### config.mk
export PLATFORM = sky130hd
export DESIGN_NAME = hotplug_detect_sequencer
export DESIGN_NICKNAME = d
export VERILOG_FILES = /design/src/hdl/hpd_seq_pkg.sv /design/src/hdl/hpd_seq_cfg.sv /design/src/hdl/hpd_seq_fsm.sv /design/src/hdl/hotplug_detect_sequencer.sv
export VERILOG_INCLUDE_DIRS = /design/src /design/src/hdl
export SDC_FILE = /design/constraint.sdc
export NUM_CORES = 1
export LEC_CHECK = 0
export BUFFER_PORTS_ARGS = -buffer_cell sky130_fd_sc_hd__buf_4
export CAP_MARGIN = 20
export CORE_UTILIZATION = 35
export CTS_BUF_LIST = sky130_fd_sc_hd__clkbuf_4 sky130_fd_sc_hd__clkbuf_8
export CTS_CLUSTER_DIAMETER = 150
export CTS_CLUSTER_SIZE = 28
export DETAILED_ROUTE_END_ITERATION = 16
export SETUP_SLACK_MARGIN = 0.3
export SYNTH_ARGS = -nofsm -noshare
export SYNTH_HDL_FRONTEND = slang
export SYNTH_HIERARCHICAL = 1
export SYNTH_SLANG_ARGS = --single-unit
### constraint.sdc
create_clock -name clk -period 6.6 [get_ports clk]
set_input_delay 1.32 -clock clk [delete_from_list [all_inputs] [get_ports clk]]
set_output_delay 1.32 -clock clk [all_outputs]
set_load 0.03 [all_outputs]
### src/hdl/hotplug_detect_sequencer_macros.svh
// assertion macros used by the hotplug-detect sequencer state machine
`ifndef HOTPLUG_DETECT_SEQUENCER_MACROS_SVH
`define HOTPLUG_DETECT_SEQUENCER_MACROS_SVH

// same-cycle implication, checked out of reset
`define HPD_ASSERT_SAME(label, ante, cons, msg) \
    label: assert property (@(posedge clk) disable iff (!rst_n) (ante) |-> (cons)) \
        else $error(msg);

// next-cycle implication, checked out of reset
`define HPD_ASSERT_NEXT(label, ante, cons, msg) \
    label: assert property (@(posedge clk) disable iff (!rst_n) (ante) |=> (cons)) \
        else $error(msg);

`endif

### src/hdl/hpd_seq_pkg.sv
// shared types and constants of the hotplug-detect sequencer
`timescale 1ns / 1ps

package hpd_seq_pkg;

    localparam int TICK_W      = 16;
    localparam int ATTEMPT_W   = 3;
    localparam int CFG_INDEX_W = 3;

    // sequencer states
    typedef enum logic [2:0] {
        ST_RESET    = 3'd0,
        ST_PLUG     = 3'd1,
        ST_CHECK    = 3'd2,
        ST_DISABLED = 3'd3,
        ST_ENABLED  = 3'd4,
        ST_WAIT     = 3'd5,
        ST_RECHECK  = 3'd6,
        ST_BOOT     = 3'd7
    } state_t;

    // action codes
    localparam logic [1:0] ACT_TICK     = 2'd0;
    localparam logic [1:0] ACT_EVENT    = 2'd1;
    localparam logic [1:0] ACT_SHUTDOWN = 2'd2;

    // edid recheck codes
    localparam logic [1:0] RECHECK_UNCHANGED = 2'd0;
    localparam logic [1:0] RECHECK_FAILED    = 2'd2;

    // register indexes
    localparam logic [CFG_INDEX_W-1:0] CFG_STABILIZE    = 3'd0;
    localparam logic [CFG_INDEX_W-1:0] CFG_DROP_TIMEOUT = 3'd1;
    localparam logic [CFG_INDEX_W-1:0] CFG_PLUG_CHECK   = 3'd2;
    localparam logic [CFG_INDEX_W-1:0] CFG_EDID_RETRY   = 3'd3;
    localparam logic [CFG_INDEX_W-1:0] CFG_MAX_ATTEMPTS = 3'd4;

    // register reset values
    localparam logic [TICK_W-1:0]    RST_STABILIZE    = 16'd40;
    localparam logic [TICK_W-1:0]    RST_DROP_TIMEOUT = 16'd1500;
    localparam logic [TICK_W-1:0]    RST_PLUG_CHECK   = 16'd10;
    localparam logic [TICK_W-1:0]    RST_EDID_RETRY   = 16'd60;
    localparam logic [ATTEMPT_W-1:0] RST_MAX_ATTEMPTS = 3'd5;

    localparam logic [ATTEMPT_W-1:0] ATTEMPT_SAT = 3'd7;

    typedef struct packed {
        logic [TICK_W-1:0]    stabilize_ticks;
        logic [TICK_W-1:0]    drop_timeout_ticks;
        logic [TICK_W-1:0]    plug_check_ticks;
        logic [TICK_W-1:0]    edid_retry_ticks;
        logic [ATTEMPT_W-1:0] max_edid_attempts;
    } cfg_t;

    typedef struct packed {
        logic [1:0] action;
        logic       hpd_level;
        logic       edid_read_ok;
        logic [1:0] recheck_status;
    } in_word_t;

    typedef struct packed {
        state_t               cur_state;
        logic                 worker_ran;
        logic                 disable_pulse;
        logic                 edid_ready_pulse;
        logic                 timer_armed;
        logic [ATTEMPT_W-1:0] attempts_used;
        logic                 shutdown_pulse;
    } out_word_t;

endpackage

### src/hdl/hpd_seq_cfg.sv
// configuration registers of the hotplug-detect sequencer
`timescale 1ns / 1ps

module hpd_seq_cfg
    import hpd_seq_pkg::*;
(
    input  logic                   clk,
    input  logic                   rst_n,
    input  logic                   cfg_we,
    input  logic [CFG_INDEX_W-1:0] cfg_index,
    input  logic [TICK_W-1:0]      cfg_data,
    output cfg_t                   cfg
);

    cfg_t cfg_reg;

    always_ff @(posedge clk or negedge rst_n)
    begin
        if (!rst_n)
        begin
            cfg_reg.stabilize_ticks    <= RST_STABILIZE;
            cfg_reg.drop_timeout_ticks <= RST_DROP_TIMEOUT;
            cfg_reg.plug_check_ticks   <= RST_PLUG_CHECK;
            cfg_reg.edid_retry_ticks   <= RST_EDID_RETRY;
            cfg_reg.max_edid_attempts  <= RST_MAX_ATTEMPTS;
        end
        else if (cfg_we)
        begin
            unique case (cfg_index)
                CFG_STABILIZE:    cfg_reg.stabilize_ticks    <= cfg_data;
                CFG_DROP_TIMEOUT: cfg_reg.drop_timeout_ticks <= cfg_data;
                CFG_PLUG_CHECK:   cfg_reg.plug_check_ticks   <= cfg_data;
                CFG_EDID_RETRY:   cfg_reg.edid_retry_ticks   <= cfg_data;
                CFG_MAX_ATTEMPTS: cfg_reg.max_edid_attempts  <= cfg_data[ATTEMPT_W-1:0];
                default:          ; // writes beyond the list are dropped
            endcase
        end
    end

    assign cfg = cfg_reg;

endmodule

### src/hdl/hpd_seq_fsm.sv
// sequencer state, timer and single-pass step logic
`timescale 1ns / 1ps
`include "hotplug_detect_sequencer_macros.svh"

module hpd_seq_fsm
    import hpd_seq_pkg::*;
(
    input  logic      clk,
    input  logic      rst_n,
    input  logic      step,
    input  in_word_t  item,
    input  cfg_t      cfg,
    output out_word_t result
);

    state_t               state_reg,    state_next;
    logic [TICK_W-1:0]    countdown_reg, countdown_next;
    logic                 armed_reg,    armed_next;
    logic                 pending_reg,  pending_next;
    logic [ATTEMPT_W-1:0] attempts_reg, attempts_next;
    logic                 halted_reg,   halted_next;

    logic                 run;
    logic                 resched;
    logic [TICK_W-1:0]    delay;
    logic [ATTEMPT_W-1:0] fail_cnt;
    logic                 give_up;

    // saturating failure count and give-up test
    assign fail_cnt = (attempts_reg < ATTEMPT_SAT) ? attempts_reg + 3'd1 : ATTEMPT_SAT;
    assign give_up  = (fail_cnt >= cfg.max_edid_attempts);

    always_ff @(posedge clk or negedge rst_n)
    begin
        if (!rst_n)
        begin
            state_reg     <= ST_BOOT;
            countdown_reg <= '0;
            armed_reg     <= 1'b0;
            pending_reg   <= 1'b0;
            attempts_reg  <= '0;
            halted_reg    <= 1'b0;
        end
        else if (step)
        begin
            state_reg     <= state_next;
            countdown_reg <= countdown_next;
            armed_reg     <= armed_next;
            pending_reg   <= pending_next;
            attempts_reg  <= attempts_next;
            halted_reg    <= halted_next;
        end
    end

    always_comb
    begin : next_state
        state_next     = state_reg;
        countdown_next = countdown_reg;
        armed_next     = armed_reg;
        pending_next   = pending_reg;
        attempts_next  = attempts_reg;
        halted_next    = halted_reg;
        run            = 1'b0;
        resched        = 1'b0;
        delay          = '0;

        unique case (item.action)
            ACT_TICK:
            begin
                if (armed_reg)
                begin
                    if (countdown_reg <= 16'd1)
                    begin
                        run          = step;
                        armed_next   = 1'b0;
                        pending_next = 1'b0;
                        if (pending_reg)
                        begin
                            // hotplug event rules
                            priority if (state_reg == ST_ENABLED && !item.hpd_level)
                            begin
                                state_next = ST_WAIT;
                                resched    = 1'b1;
                                delay      = cfg.drop_timeout_ticks;
                            end
                            else if (state_reg == ST_WAIT && item.hpd_level)
                            begin
                                attempts_next = '0;
                                state_next    = ST_RECHECK;
                                resched       = 1'b1;
                                delay         = cfg.edid_retry_ticks;
                            end
                            else if (state_reg == ST_ENABLED && item.hpd_level)
                            begin
                                // bounce while enabled, schedule stays consumed
                            end
                            else if (state_reg == ST_BOOT && item.hpd_level)
                            begin
                                state_next = ST_PLUG;
                                resched    = 1'b1;
                                delay      = cfg.stabilize_ticks;
                            end
                            else
                            begin
                                state_next = ST_RESET;
                                resched    = 1'b1;
                                delay      = cfg.stabilize_ticks;
                            end
                        end
                        else
                        begin
                            unique case (state_reg)
                                ST_RESET:
                                begin
                                    state_next = ST_PLUG;
                                    resched    = 1'b1;
                                    delay      = cfg.plug_check_ticks;
                                end
                                ST_PLUG:
                                begin
                                    if (item.hpd_level)
                                    begin
                                        attempts_next = '0;
                                        state_next    = ST_CHECK;
                                        resched       = 1'b1;
                                        delay         = cfg.edid_retry_ticks;
                                    end
                                    else
                                    begin
                                        state_next = ST_DISABLED;
                                    end
                                end
                                ST_CHECK:
                                begin
                                    priority if (!item.hpd_level)
                                    begin
                                        state_next = ST_DISABLED;
                                    end
                                    else if (!item.edid_read_ok)
                                    begin
                                        attempts_next = fail_cnt;
                                        if (give_up)
                                        begin
                                            state_next = ST_DISABLED;
                                        end
                                        else
                                        begin
                                            state_next = ST_CHECK;
                                            resched    = 1'b1;
                                            delay      = cfg.edid_retry_ticks;
                                        end
                                    end
                                    else
                                    begin
                                        state_next = ST_ENABLED;
                                    end
                                end
                                ST_WAIT:
                                begin
                                    state_next = ST_RESET;
                                    resched    = 1'b1;
                                end
                                ST_RECHECK:
                                begin
                                    priority if (item.recheck_status == RECHECK_FAILED)
                                    begin
                                        attempts_next = fail_cnt;
                                        state_next    = give_up ? ST_RESET : ST_RECHECK;
                                        resched       = 1'b1;
                                        delay         = give_up ? '0 : cfg.edid_retry_ticks;
                                    end
                                    else if (item.recheck_status == RECHECK_UNCHANGED)
                                    begin
                                        state_next = ST_ENABLED;
                                    end
                                    else
                                    begin
                                        state_next = ST_RESET;
                                        resched    = 1'b1;
                                    end
                                end
                                ST_DISABLED, ST_ENABLED, ST_BOOT:
                                begin
                                    // steady states, nothing to do
                                end
                            endcase
                        end
                        if (resched && !halted_reg)
                        begin
                            armed_next     = 1'b1;
                            countdown_next = delay;
                        end
                    end
                    else
                    begin
                        countdown_next = countdown_reg - 16'd1;
                    end
                end
            end
            ACT_EVENT:
            begin
                pending_next = 1'b1;
                if (!halted_reg)
                begin
                    armed_next     = 1'b1;
                    countdown_next = '0;
                end
            end
            ACT_SHUTDOWN:
            begin
                halted_next = 1'b1;
                armed_next  = 1'b0;
            end
            default:
            begin
                // unused code, no change
            end
        endcase
    end

    always_comb
    begin : outputs
        result.cur_state        = state_next;
        result.worker_ran       = run;
        result.disable_pulse    = run && !pending_reg &&
                                  ((state_reg == ST_RESET) ||
                                   (state_reg == ST_PLUG && !item.hpd_level) ||
                                   (state_reg == ST_CHECK &&
                                    (!item.hpd_level || (!item.edid_read_ok && give_up))));
        result.edid_ready_pulse = run && !pending_reg && (state_reg == ST_CHECK) &&
                                  item.hpd_level && item.edid_read_ok;
        result.timer_armed      = armed_next;
        result.attempts_used    = attempts_next;
        result.shutdown_pulse   = step && (item.action == ACT_SHUTDOWN);
    end

    `HPD_ASSERT_SAME(a_halt_never_armed, halted_reg, !armed_reg,
        "timer armed after shutdown")
    `HPD_ASSERT_SAME(a_pulses_exclusive, step, !(result.disable_pulse && result.edid_ready_pulse),
        "disable and edid-ready pulsed together")
    `HPD_ASSERT_SAME(a_ready_enters_enabled, step && result.edid_ready_pulse,
        result.cur_state == ST_ENABLED, "edid-ready without entering enabled")
    `HPD_ASSERT_NEXT(a_idle_tick_holds, step && item.action == ACT_TICK && !armed_reg,
        $stable(state_reg) && $stable(countdown_reg), "unarmed tick changed state")

endmodule

### src/hdl/hotplug_detect_sequencer.sv
// top level of the hotplug-detect sequencer
`timescale 1ns / 1ps

//  channel | direction | handshake         | payload
//  --------+-----------+-------------------+------------------------------
//  in      | in        | in_valid/in_stall | in_data  (in_word_t)
//  out     | out       | out_valid/out_stall | out_data (out_word_t)
//  cfg     | in        | cfg_we            | cfg_index, cfg_data
//
//  one word per cycle while out_stall is low; a word passes through the input register
//  and then the result register before it shows on out_data
//  the step itself is a single pass of compares and one 16-bit decrement
//  reset puts the machine in bootloader takeover with the timer disarmed,
//  registers at their defaults; no clearing pass is needed
//  out_stall holds the result register; a word waits in the input register and
//  in_stall rises only when both registers are full

module hotplug_detect_sequencer
    import hpd_seq_pkg::*;
(
    input  logic                   clk,
    input  logic                   rst_n,
    input  logic                   in_valid,
    output logic                   in_stall,
    input  in_word_t               in_data,
    output logic                   out_valid,
    input  logic                   out_stall,
    output out_word_t              out_data,
    input  logic                   cfg_we,
    input  logic [CFG_INDEX_W-1:0] cfg_index,
    input  logic [TICK_W-1:0]      cfg_data
);

    // input register
    logic      in_valid_reg;
    in_word_t  in_word_reg;
    // result register
    logic      out_valid_reg;
    out_word_t out_word_reg;

    logic      advance;
    logic      take;
    cfg_t      cfg;
    out_word_t step_result;

    // the held word steps through the machine when the result register frees up
    assign advance  = in_valid_reg && (!out_valid_reg || !out_stall);
    assign in_stall = in_valid_reg && !advance;
    assign take     = in_valid && !in_stall;

    always_ff @(posedge clk or negedge rst_n)
    begin
        if (!rst_n)
        begin
            in_valid_reg <= 1'b0;
        end
        else if (take)
        begin
            in_valid_reg <= 1'b1;
        end
        else if (advance)
        begin
            in_valid_reg <= 1'b0;
        end
    end

    // payload needs no reset
    always_ff @(posedge clk)
    begin
        if (take)
        begin
            in_word_reg <= in_data;
        end
    end

    always_ff @(posedge clk or negedge rst_n)
    begin
        if (!rst_n)
        begin
            out_valid_reg <= 1'b0;
        end
        else if (advance)
        begin
            out_valid_reg <= 1'b1;
        end
        else if (!out_stall)
        begin
            out_valid_reg <= 1'b0;
        end
    end

    always_ff @(posedge clk)
    begin
        if (advance)
        begin
            out_word_reg <= step_result;
        end
    end

    // timing and limit registers
    hpd_seq_cfg u_cfg (
        .clk       (clk),
        .rst_n     (rst_n),
        .cfg_we    (cfg_we),
        .cfg_index (cfg_index),
        .cfg_data  (cfg_data),
        .cfg       (cfg)
    );

    // machine state and step logic
    hpd_seq_fsm u_fsm (
        .clk    (clk),
        .rst_n  (rst_n),
        .step   (advance),
        .item   (in_word_reg),
        .cfg    (cfg),
        .result (step_result)
    );

    assign out_valid = out_valid_reg;
    assign out_data  = out_word_reg;

endmodule

# After elaboration in Yosys (flattened, before gate mapping)
# Cells that the tools add are included.
# W data, S select, Z words.
[op_classes] addsub=2 magnitude_cmp=3 eq_ne=18 mux=72 reduce_logical=44
[op_table] cell="$mux W16" n=13
[op_table] cell="$mux W3" n=23
[op_table] cell="$pmux W16 S4" n=1
[op_table] cell="$pmux W16 S2" n=1
[op_table] cell="$mux W1" n=29
[op_table] cell="$logic_and A1 B1 Y1" n=17
[op_table] cell="$le A16 B1 Y1 const B" n=1
[op_table] cell="$sub A16 B1 Y16 const B" n=1
[op_table] cell="$eq A3 B3 Y1 const B" n=5
[op_table] cell="$pmux W3 S5" n=1
[op_table] cell="$reduce_and A2 Y1" n=6
[op_table] cell="$eq A3 B2 Y1 const B" n=3
[op_table] cell="$pmux W3 S3" n=1
[op_table] cell="$logic_not A1 Y1" n=8
[op_table] cell="$eq A3 B1 Y1 const B" n=2
[op_table] cell="$logic_not A3 Y1" n=2
[op_table] cell="$ne A2 B1 Y1 const B" n=3
[op_table] cell="$reduce_and A5 Y1" n=1
[op_table] cell="$eq A2 B2 Y1 const B" n=2
[op_table] cell="$logic_not A2 Y1" n=2
[op_table] cell="$logic_or A1 B1 Y1" n=4
[op_table] cell="$pmux W1 S4" n=1
[op_table] cell="$reduce_and A4 Y1" n=1
[op_table] cell="$reduce_bool A2 Y1" n=2
[op_table] cell="9 further kinds" n=9
[word_totals] reg_bits=111 out_inout_bits=13 wordCells=163

# Longest topological paths before layout
[depth] depth_word=16 depth_mapped=12 ltp_nobuf=11

# Hierarchy
# Netlist, hierarchy kept.
[by_module_without_submodules] mod="hpd_seq_fsm" n_inst=1 cells_each=379 area_each_um2=2786.4 seq_area_each_um2=629.4
[by_module_without_submodules] mod="hpd_seq_cfg" n_inst=1 cells_each=145 area_each_um2=2597.5 seq_area_each_um2=1697.9
[by_module_without_submodules] mod="hotplug_detect_sequencer" n_inst=1 cells_each=25 area_each_um2=603.1 seq_area_each_um2=560.5

# Worst setup path after synthesis
# OpenSTA, ideal clock, no wires.
[synth_path] kind="input -> register" from="in out_stall" to="reg u_fsm.countdown_reg[2]" arrival_time_ns=3.668 setup_slack_ns=2.846 path_stages=8 path_buffers=1 path_cell_list="a21boi_0 -> nor2b_1 -> o211ai_1 -> a41oi_1 -> o21a_1 -> buf_6 -> o21ai_0 -> a32oi_1"
[synth_via] elab_chain_len=4
[synth_lines] item="start: declaration" line="hotplug_detect_sequencer.sv:27" source="input logic out_stall,"
[synth_lines] item="$logic_not A1 Y1"
[synth_lines] item="$logic_or A1 B1 Y1" line="hotplug_detect_sequencer.sv:47" source="assign advance = in_valid_reg && (!out_valid_reg || !out_stall);"
[synth_lines] item="$logic_and A1 B1 Y1" line="hotplug_detect_sequencer.sv:47"
[synth_lines] item="$reduce_and A5 Y1 (no source line)"
[synth_lines] item="end signal: assignment" line="hpd_seq_fsm.sv:47" source="countdown_reg <= countdown_next;"
[synth_lines] item="end: declaration" line="hpd_seq_fsm.sv:17" source="logic [TICK_W-1:0] countdown_reg, countdown_next;"
# No other way between the ends.
# A chain may end at the register's enable or synchronous reset.

# Worst setup path in the final report
[layout_path] from="reg u_fsm.countdown_reg[6]" to="reg u_fsm.attempts_reg[1]"
[layout_via] elab_chain_len=4
[layout_lines] item="$le A16 B1 Y1" line="hpd_seq_fsm.sv:72" source="if (countdown_reg <= 16'd1)"
[layout_lines] item="$mux W3" line="hpd_seq_fsm.sv:72"
[layout_lines] item="$mux W3" line="hpd_seq_fsm.sv:70" source="if (armed_reg)"
[layout_lines] item="$mux W3" line="hpd_seq_fsm.sv:67" source="unique case (item.action)"
[layout_lines] item="end signal: assignment" line="hpd_seq_fsm.sv:50" source="attempts_reg <= attempts_next;"
[layout_lines] item="end: declaration" line="hpd_seq_fsm.sv:20" source="logic [ATTEMPT_W-1:0] attempts_reg, attempts_next;"
# No other way between the ends.

==> metrics.yaml <==
status: "completed"
arrival_ns: 3.74
r2r_start: "u_fsm/countdown_reg[6]"
setup_viol: 0
design.portCount: 43
areaGrowthSynthToFinish_pct: 11.08
crit_family: "simple AND/OR/NAND/NOR gates"
grt_pass1_vias: 4637
grt_max_degree: 56
cts.sinks: 111
worstPathCellList: "or4_1 -> or4b_4 -> nor2_2 -> nand2_1 -> inv_1 -> o21ai_0 -> nand2_1 -> o21ai_0"
synth.avg_cell_area_um2: 10.91
finalHoldViolCount: 0
drive_gt1_share_pct: 30.31
htreeDepth: 3
highest_layer: "met4"
drv_cap: 0
wl_met3_um: 777
synth_cell_types: 66
die-area_um2: 17630
hold_path.class: "reg2reg"
wl_per_cell_um: 19.41
period_needed_ns: 3.476
critPathBufInv: 1
dieWidth_um: 132.8
drt_wl_total_um: 15610
powerDensity_nw_per_um2: 281.0
antenna_cells: 0
die_h_um: 132.8
drt-met1-wl_um: 7062
yosys_warnings: 6
synthTopCellsByCount: "dfrtp_1, mux2_2, o21ai_0"
core.rowCount: 47
critPathRequiredTime_ns: 6.87
maxSlewHeadroom_pct: 20.00
min_to: "out_valid"
switchingPower_w: 0.0006340
hold_depth: 1
netlist.area_leader.share_pct: 30.93
clockPowerShare_pct: 21.1
cp_max_fo: 19
cts_root_buffer: "clkbuf_8"
io_buffers: 42
syn-num-nets: 589
seq_area_frac_synth_pct: 48.23
ir_worst_vdd_mv: 0.1314
cts_tree: "built"
grtUsageTotal_pct: 18.78
utilization_pct: 39.96
initial_utilization_pct: 35.97
clkTransAtPathRegs_ns: 0.11
gr-total-overflow: 0
met2_length_um: 7418
cts_setup_buffers: 0
setup-tns-final_ns: 0
reg2reg_depth: 8
worstSetupPathType: "reg2reg"
grt_antenna_before_repair: 0
num_vias: 4646
gp_congestion: 0.8438
yosysMostFrequentCell: "dfrtp_1"
post_cts_resized: 0
synth_cells: 549
hold_buffers: 0
cts_buffer_depth: 2
dr.pass1.iters: 6
start_kind: "flop"
core_area_um2: 16640
hpwl_um: 10390
synth_edf_count: 17
ys_ff_latch: 111
detail-route-antenna-nets: 0
max_freq_mhz: 287.7
comb_power_share_pct: 26.7
final_max_slew_viol_count: 0
slowest_delay_ns: 0.68
clock_latency_ns: 0.41
finClkSkew_ns: 0.02033
remaining_drc_errors: 0
first_iter_violations: 336
cts_buffers: 9
rsz0062_at_grt: "false"
synth_top_flop_cell: "dfrtp_1"
grt_first_pass_wirelength_um: 25650
reg2reg_to: "u_fsm/attempts_reg[1]"
fillers: 1629
hold_slack_ns: 0.5078
largest_register_ffs: 67
leakage_nw: 2.702
ys_top_cells_by_area: "dfrtp_1, mux2_2, dfstp_2, edfxtp_1, o21ai_0"
power_frac_seq_pct: 52.1
final_nets: 619
p_int_w: 0.001235
holdCritStartpoint: "in_valid_reg"
rrSetupSlack_ns: 3.12
yosysTopAreaCell: "dfrtp_1"
via_per_inst: 5.779
finalCritPeriodShare_pct: 52.66
tightest_slew_ns: 1.198
endpoint_kind: "flop"
synth-async-reset-ratio_pct: 84.68
switching_share_pct: 33.93
cp_slowest_cell: "or4_1"
synth_area_um2: 5987
[final cells by class]
type                    count  area (um^2)  share of cell area [%]
flip-flops and latches    111         2888                   43.42
repair buffers             52        390.4                   5.870
multi-input cells         388         2848                   42.82
clock inverters             6        53.80                  0.8090
well taps                 220        275.3                   4.139
inverters                  17        63.81                  0.9595
clock buffers              10        131.4                   1.976
[how the worst max path moves through the flow]
stage | endpoint | cells past startpoint | startpoint | slack, ns
floorplan | u_fsm/countdown_reg[2] | 8 | out_stall | 2.85
global placement | u_fsm/countdown_reg[7] | 9 | out_stall | 3.16
detailed placement | u_fsm/countdown_reg[7] | 9 | out_stall | 3.08
CTS | u_fsm/attempts_reg[2] | 8 | u_fsm/countdown_reg[6] | 3.16
global route | u_fsm/countdown_reg[1] | 10 | u_fsm/attempts_reg[0] | 2.97
finish | u_fsm/attempts_reg[1] | 8 | u_fsm/countdown_reg[6] | 3.12
[power groups by stage]
stage | sequential, W | combinational, W | clock, W
floorplan | 0.000961 | 0.000366 | 0
global placement | 0.000980 | 0.000478 | 0
detailed placement | 0.000986 | 0.000496 | 0
CTS | 0.000973 | 0.000499 | 0.000408
global route | 0.000997 | 0.000553 | 0.000436
finish | 0.000974 | 0.000499 | 0.000395
[layout by cell type, fill, tap and decap left out, types with 9 or more instances in the layout]
cell,instances
dfrtp_1,74
mux2_2,72
buf_4,52
o21ai_0,45
nand2_1,39
a21oi_1,36
dfstp_2,20
nor2_1,20
inv_1,17
edfxtp_1,17
nand3_1,14
a22o_1,11
a31oi_1,10
ha_1,10
clkbuf_8,9
[worst register-to-register path: cells and delay by family, from the launching register on]
kind | cells | cell delay [ns]
AO/OA/AOI/OAI | 2 | 0.26
buffers and inverters | 1 | 0.24
flip-flops | 1 | 0.42
AND/OR/NAND/NOR | 5 | 2.41
[metrics by stage]
step | power, W | cell area [um^2] | std cells | worst slack (ns)
6_report | 0.001869 | 6650 | 804 | 3.124
5_1_grt | 0.001986 | 6650 | 804 | 2.971
4_1_cts | 0.001880 | 6643 | 803 | 3.162
3_5_place_dp | 0.001483 | 6457 | 787 | 3.085
3_3_place_gp | 0.001458 | 6457 | 787 | 3.162
2_1_floorplan | 0.001326 | 5987 | 549 | 2.846
[cell families after synthesis]
family | share of synthesized area (%)
AO/OA/AOI/OAI | 20.02
AND/OR/NAND/NOR | 11.66
flip-flops | 48.23
multiplexers | 13.54
buffers and inverters | 4.305
adder cells (fa/ha/maj) | 2.090
XOR/XNOR | 0.1463
[layer usage]
layer	track usage (%)	vias up
met3	2.605	23
met5	0	-
li1	-	2137
met1	25.05	2331
met4	8.238	0
met2	30.40	155
Power figures use the tool's default switching activity.
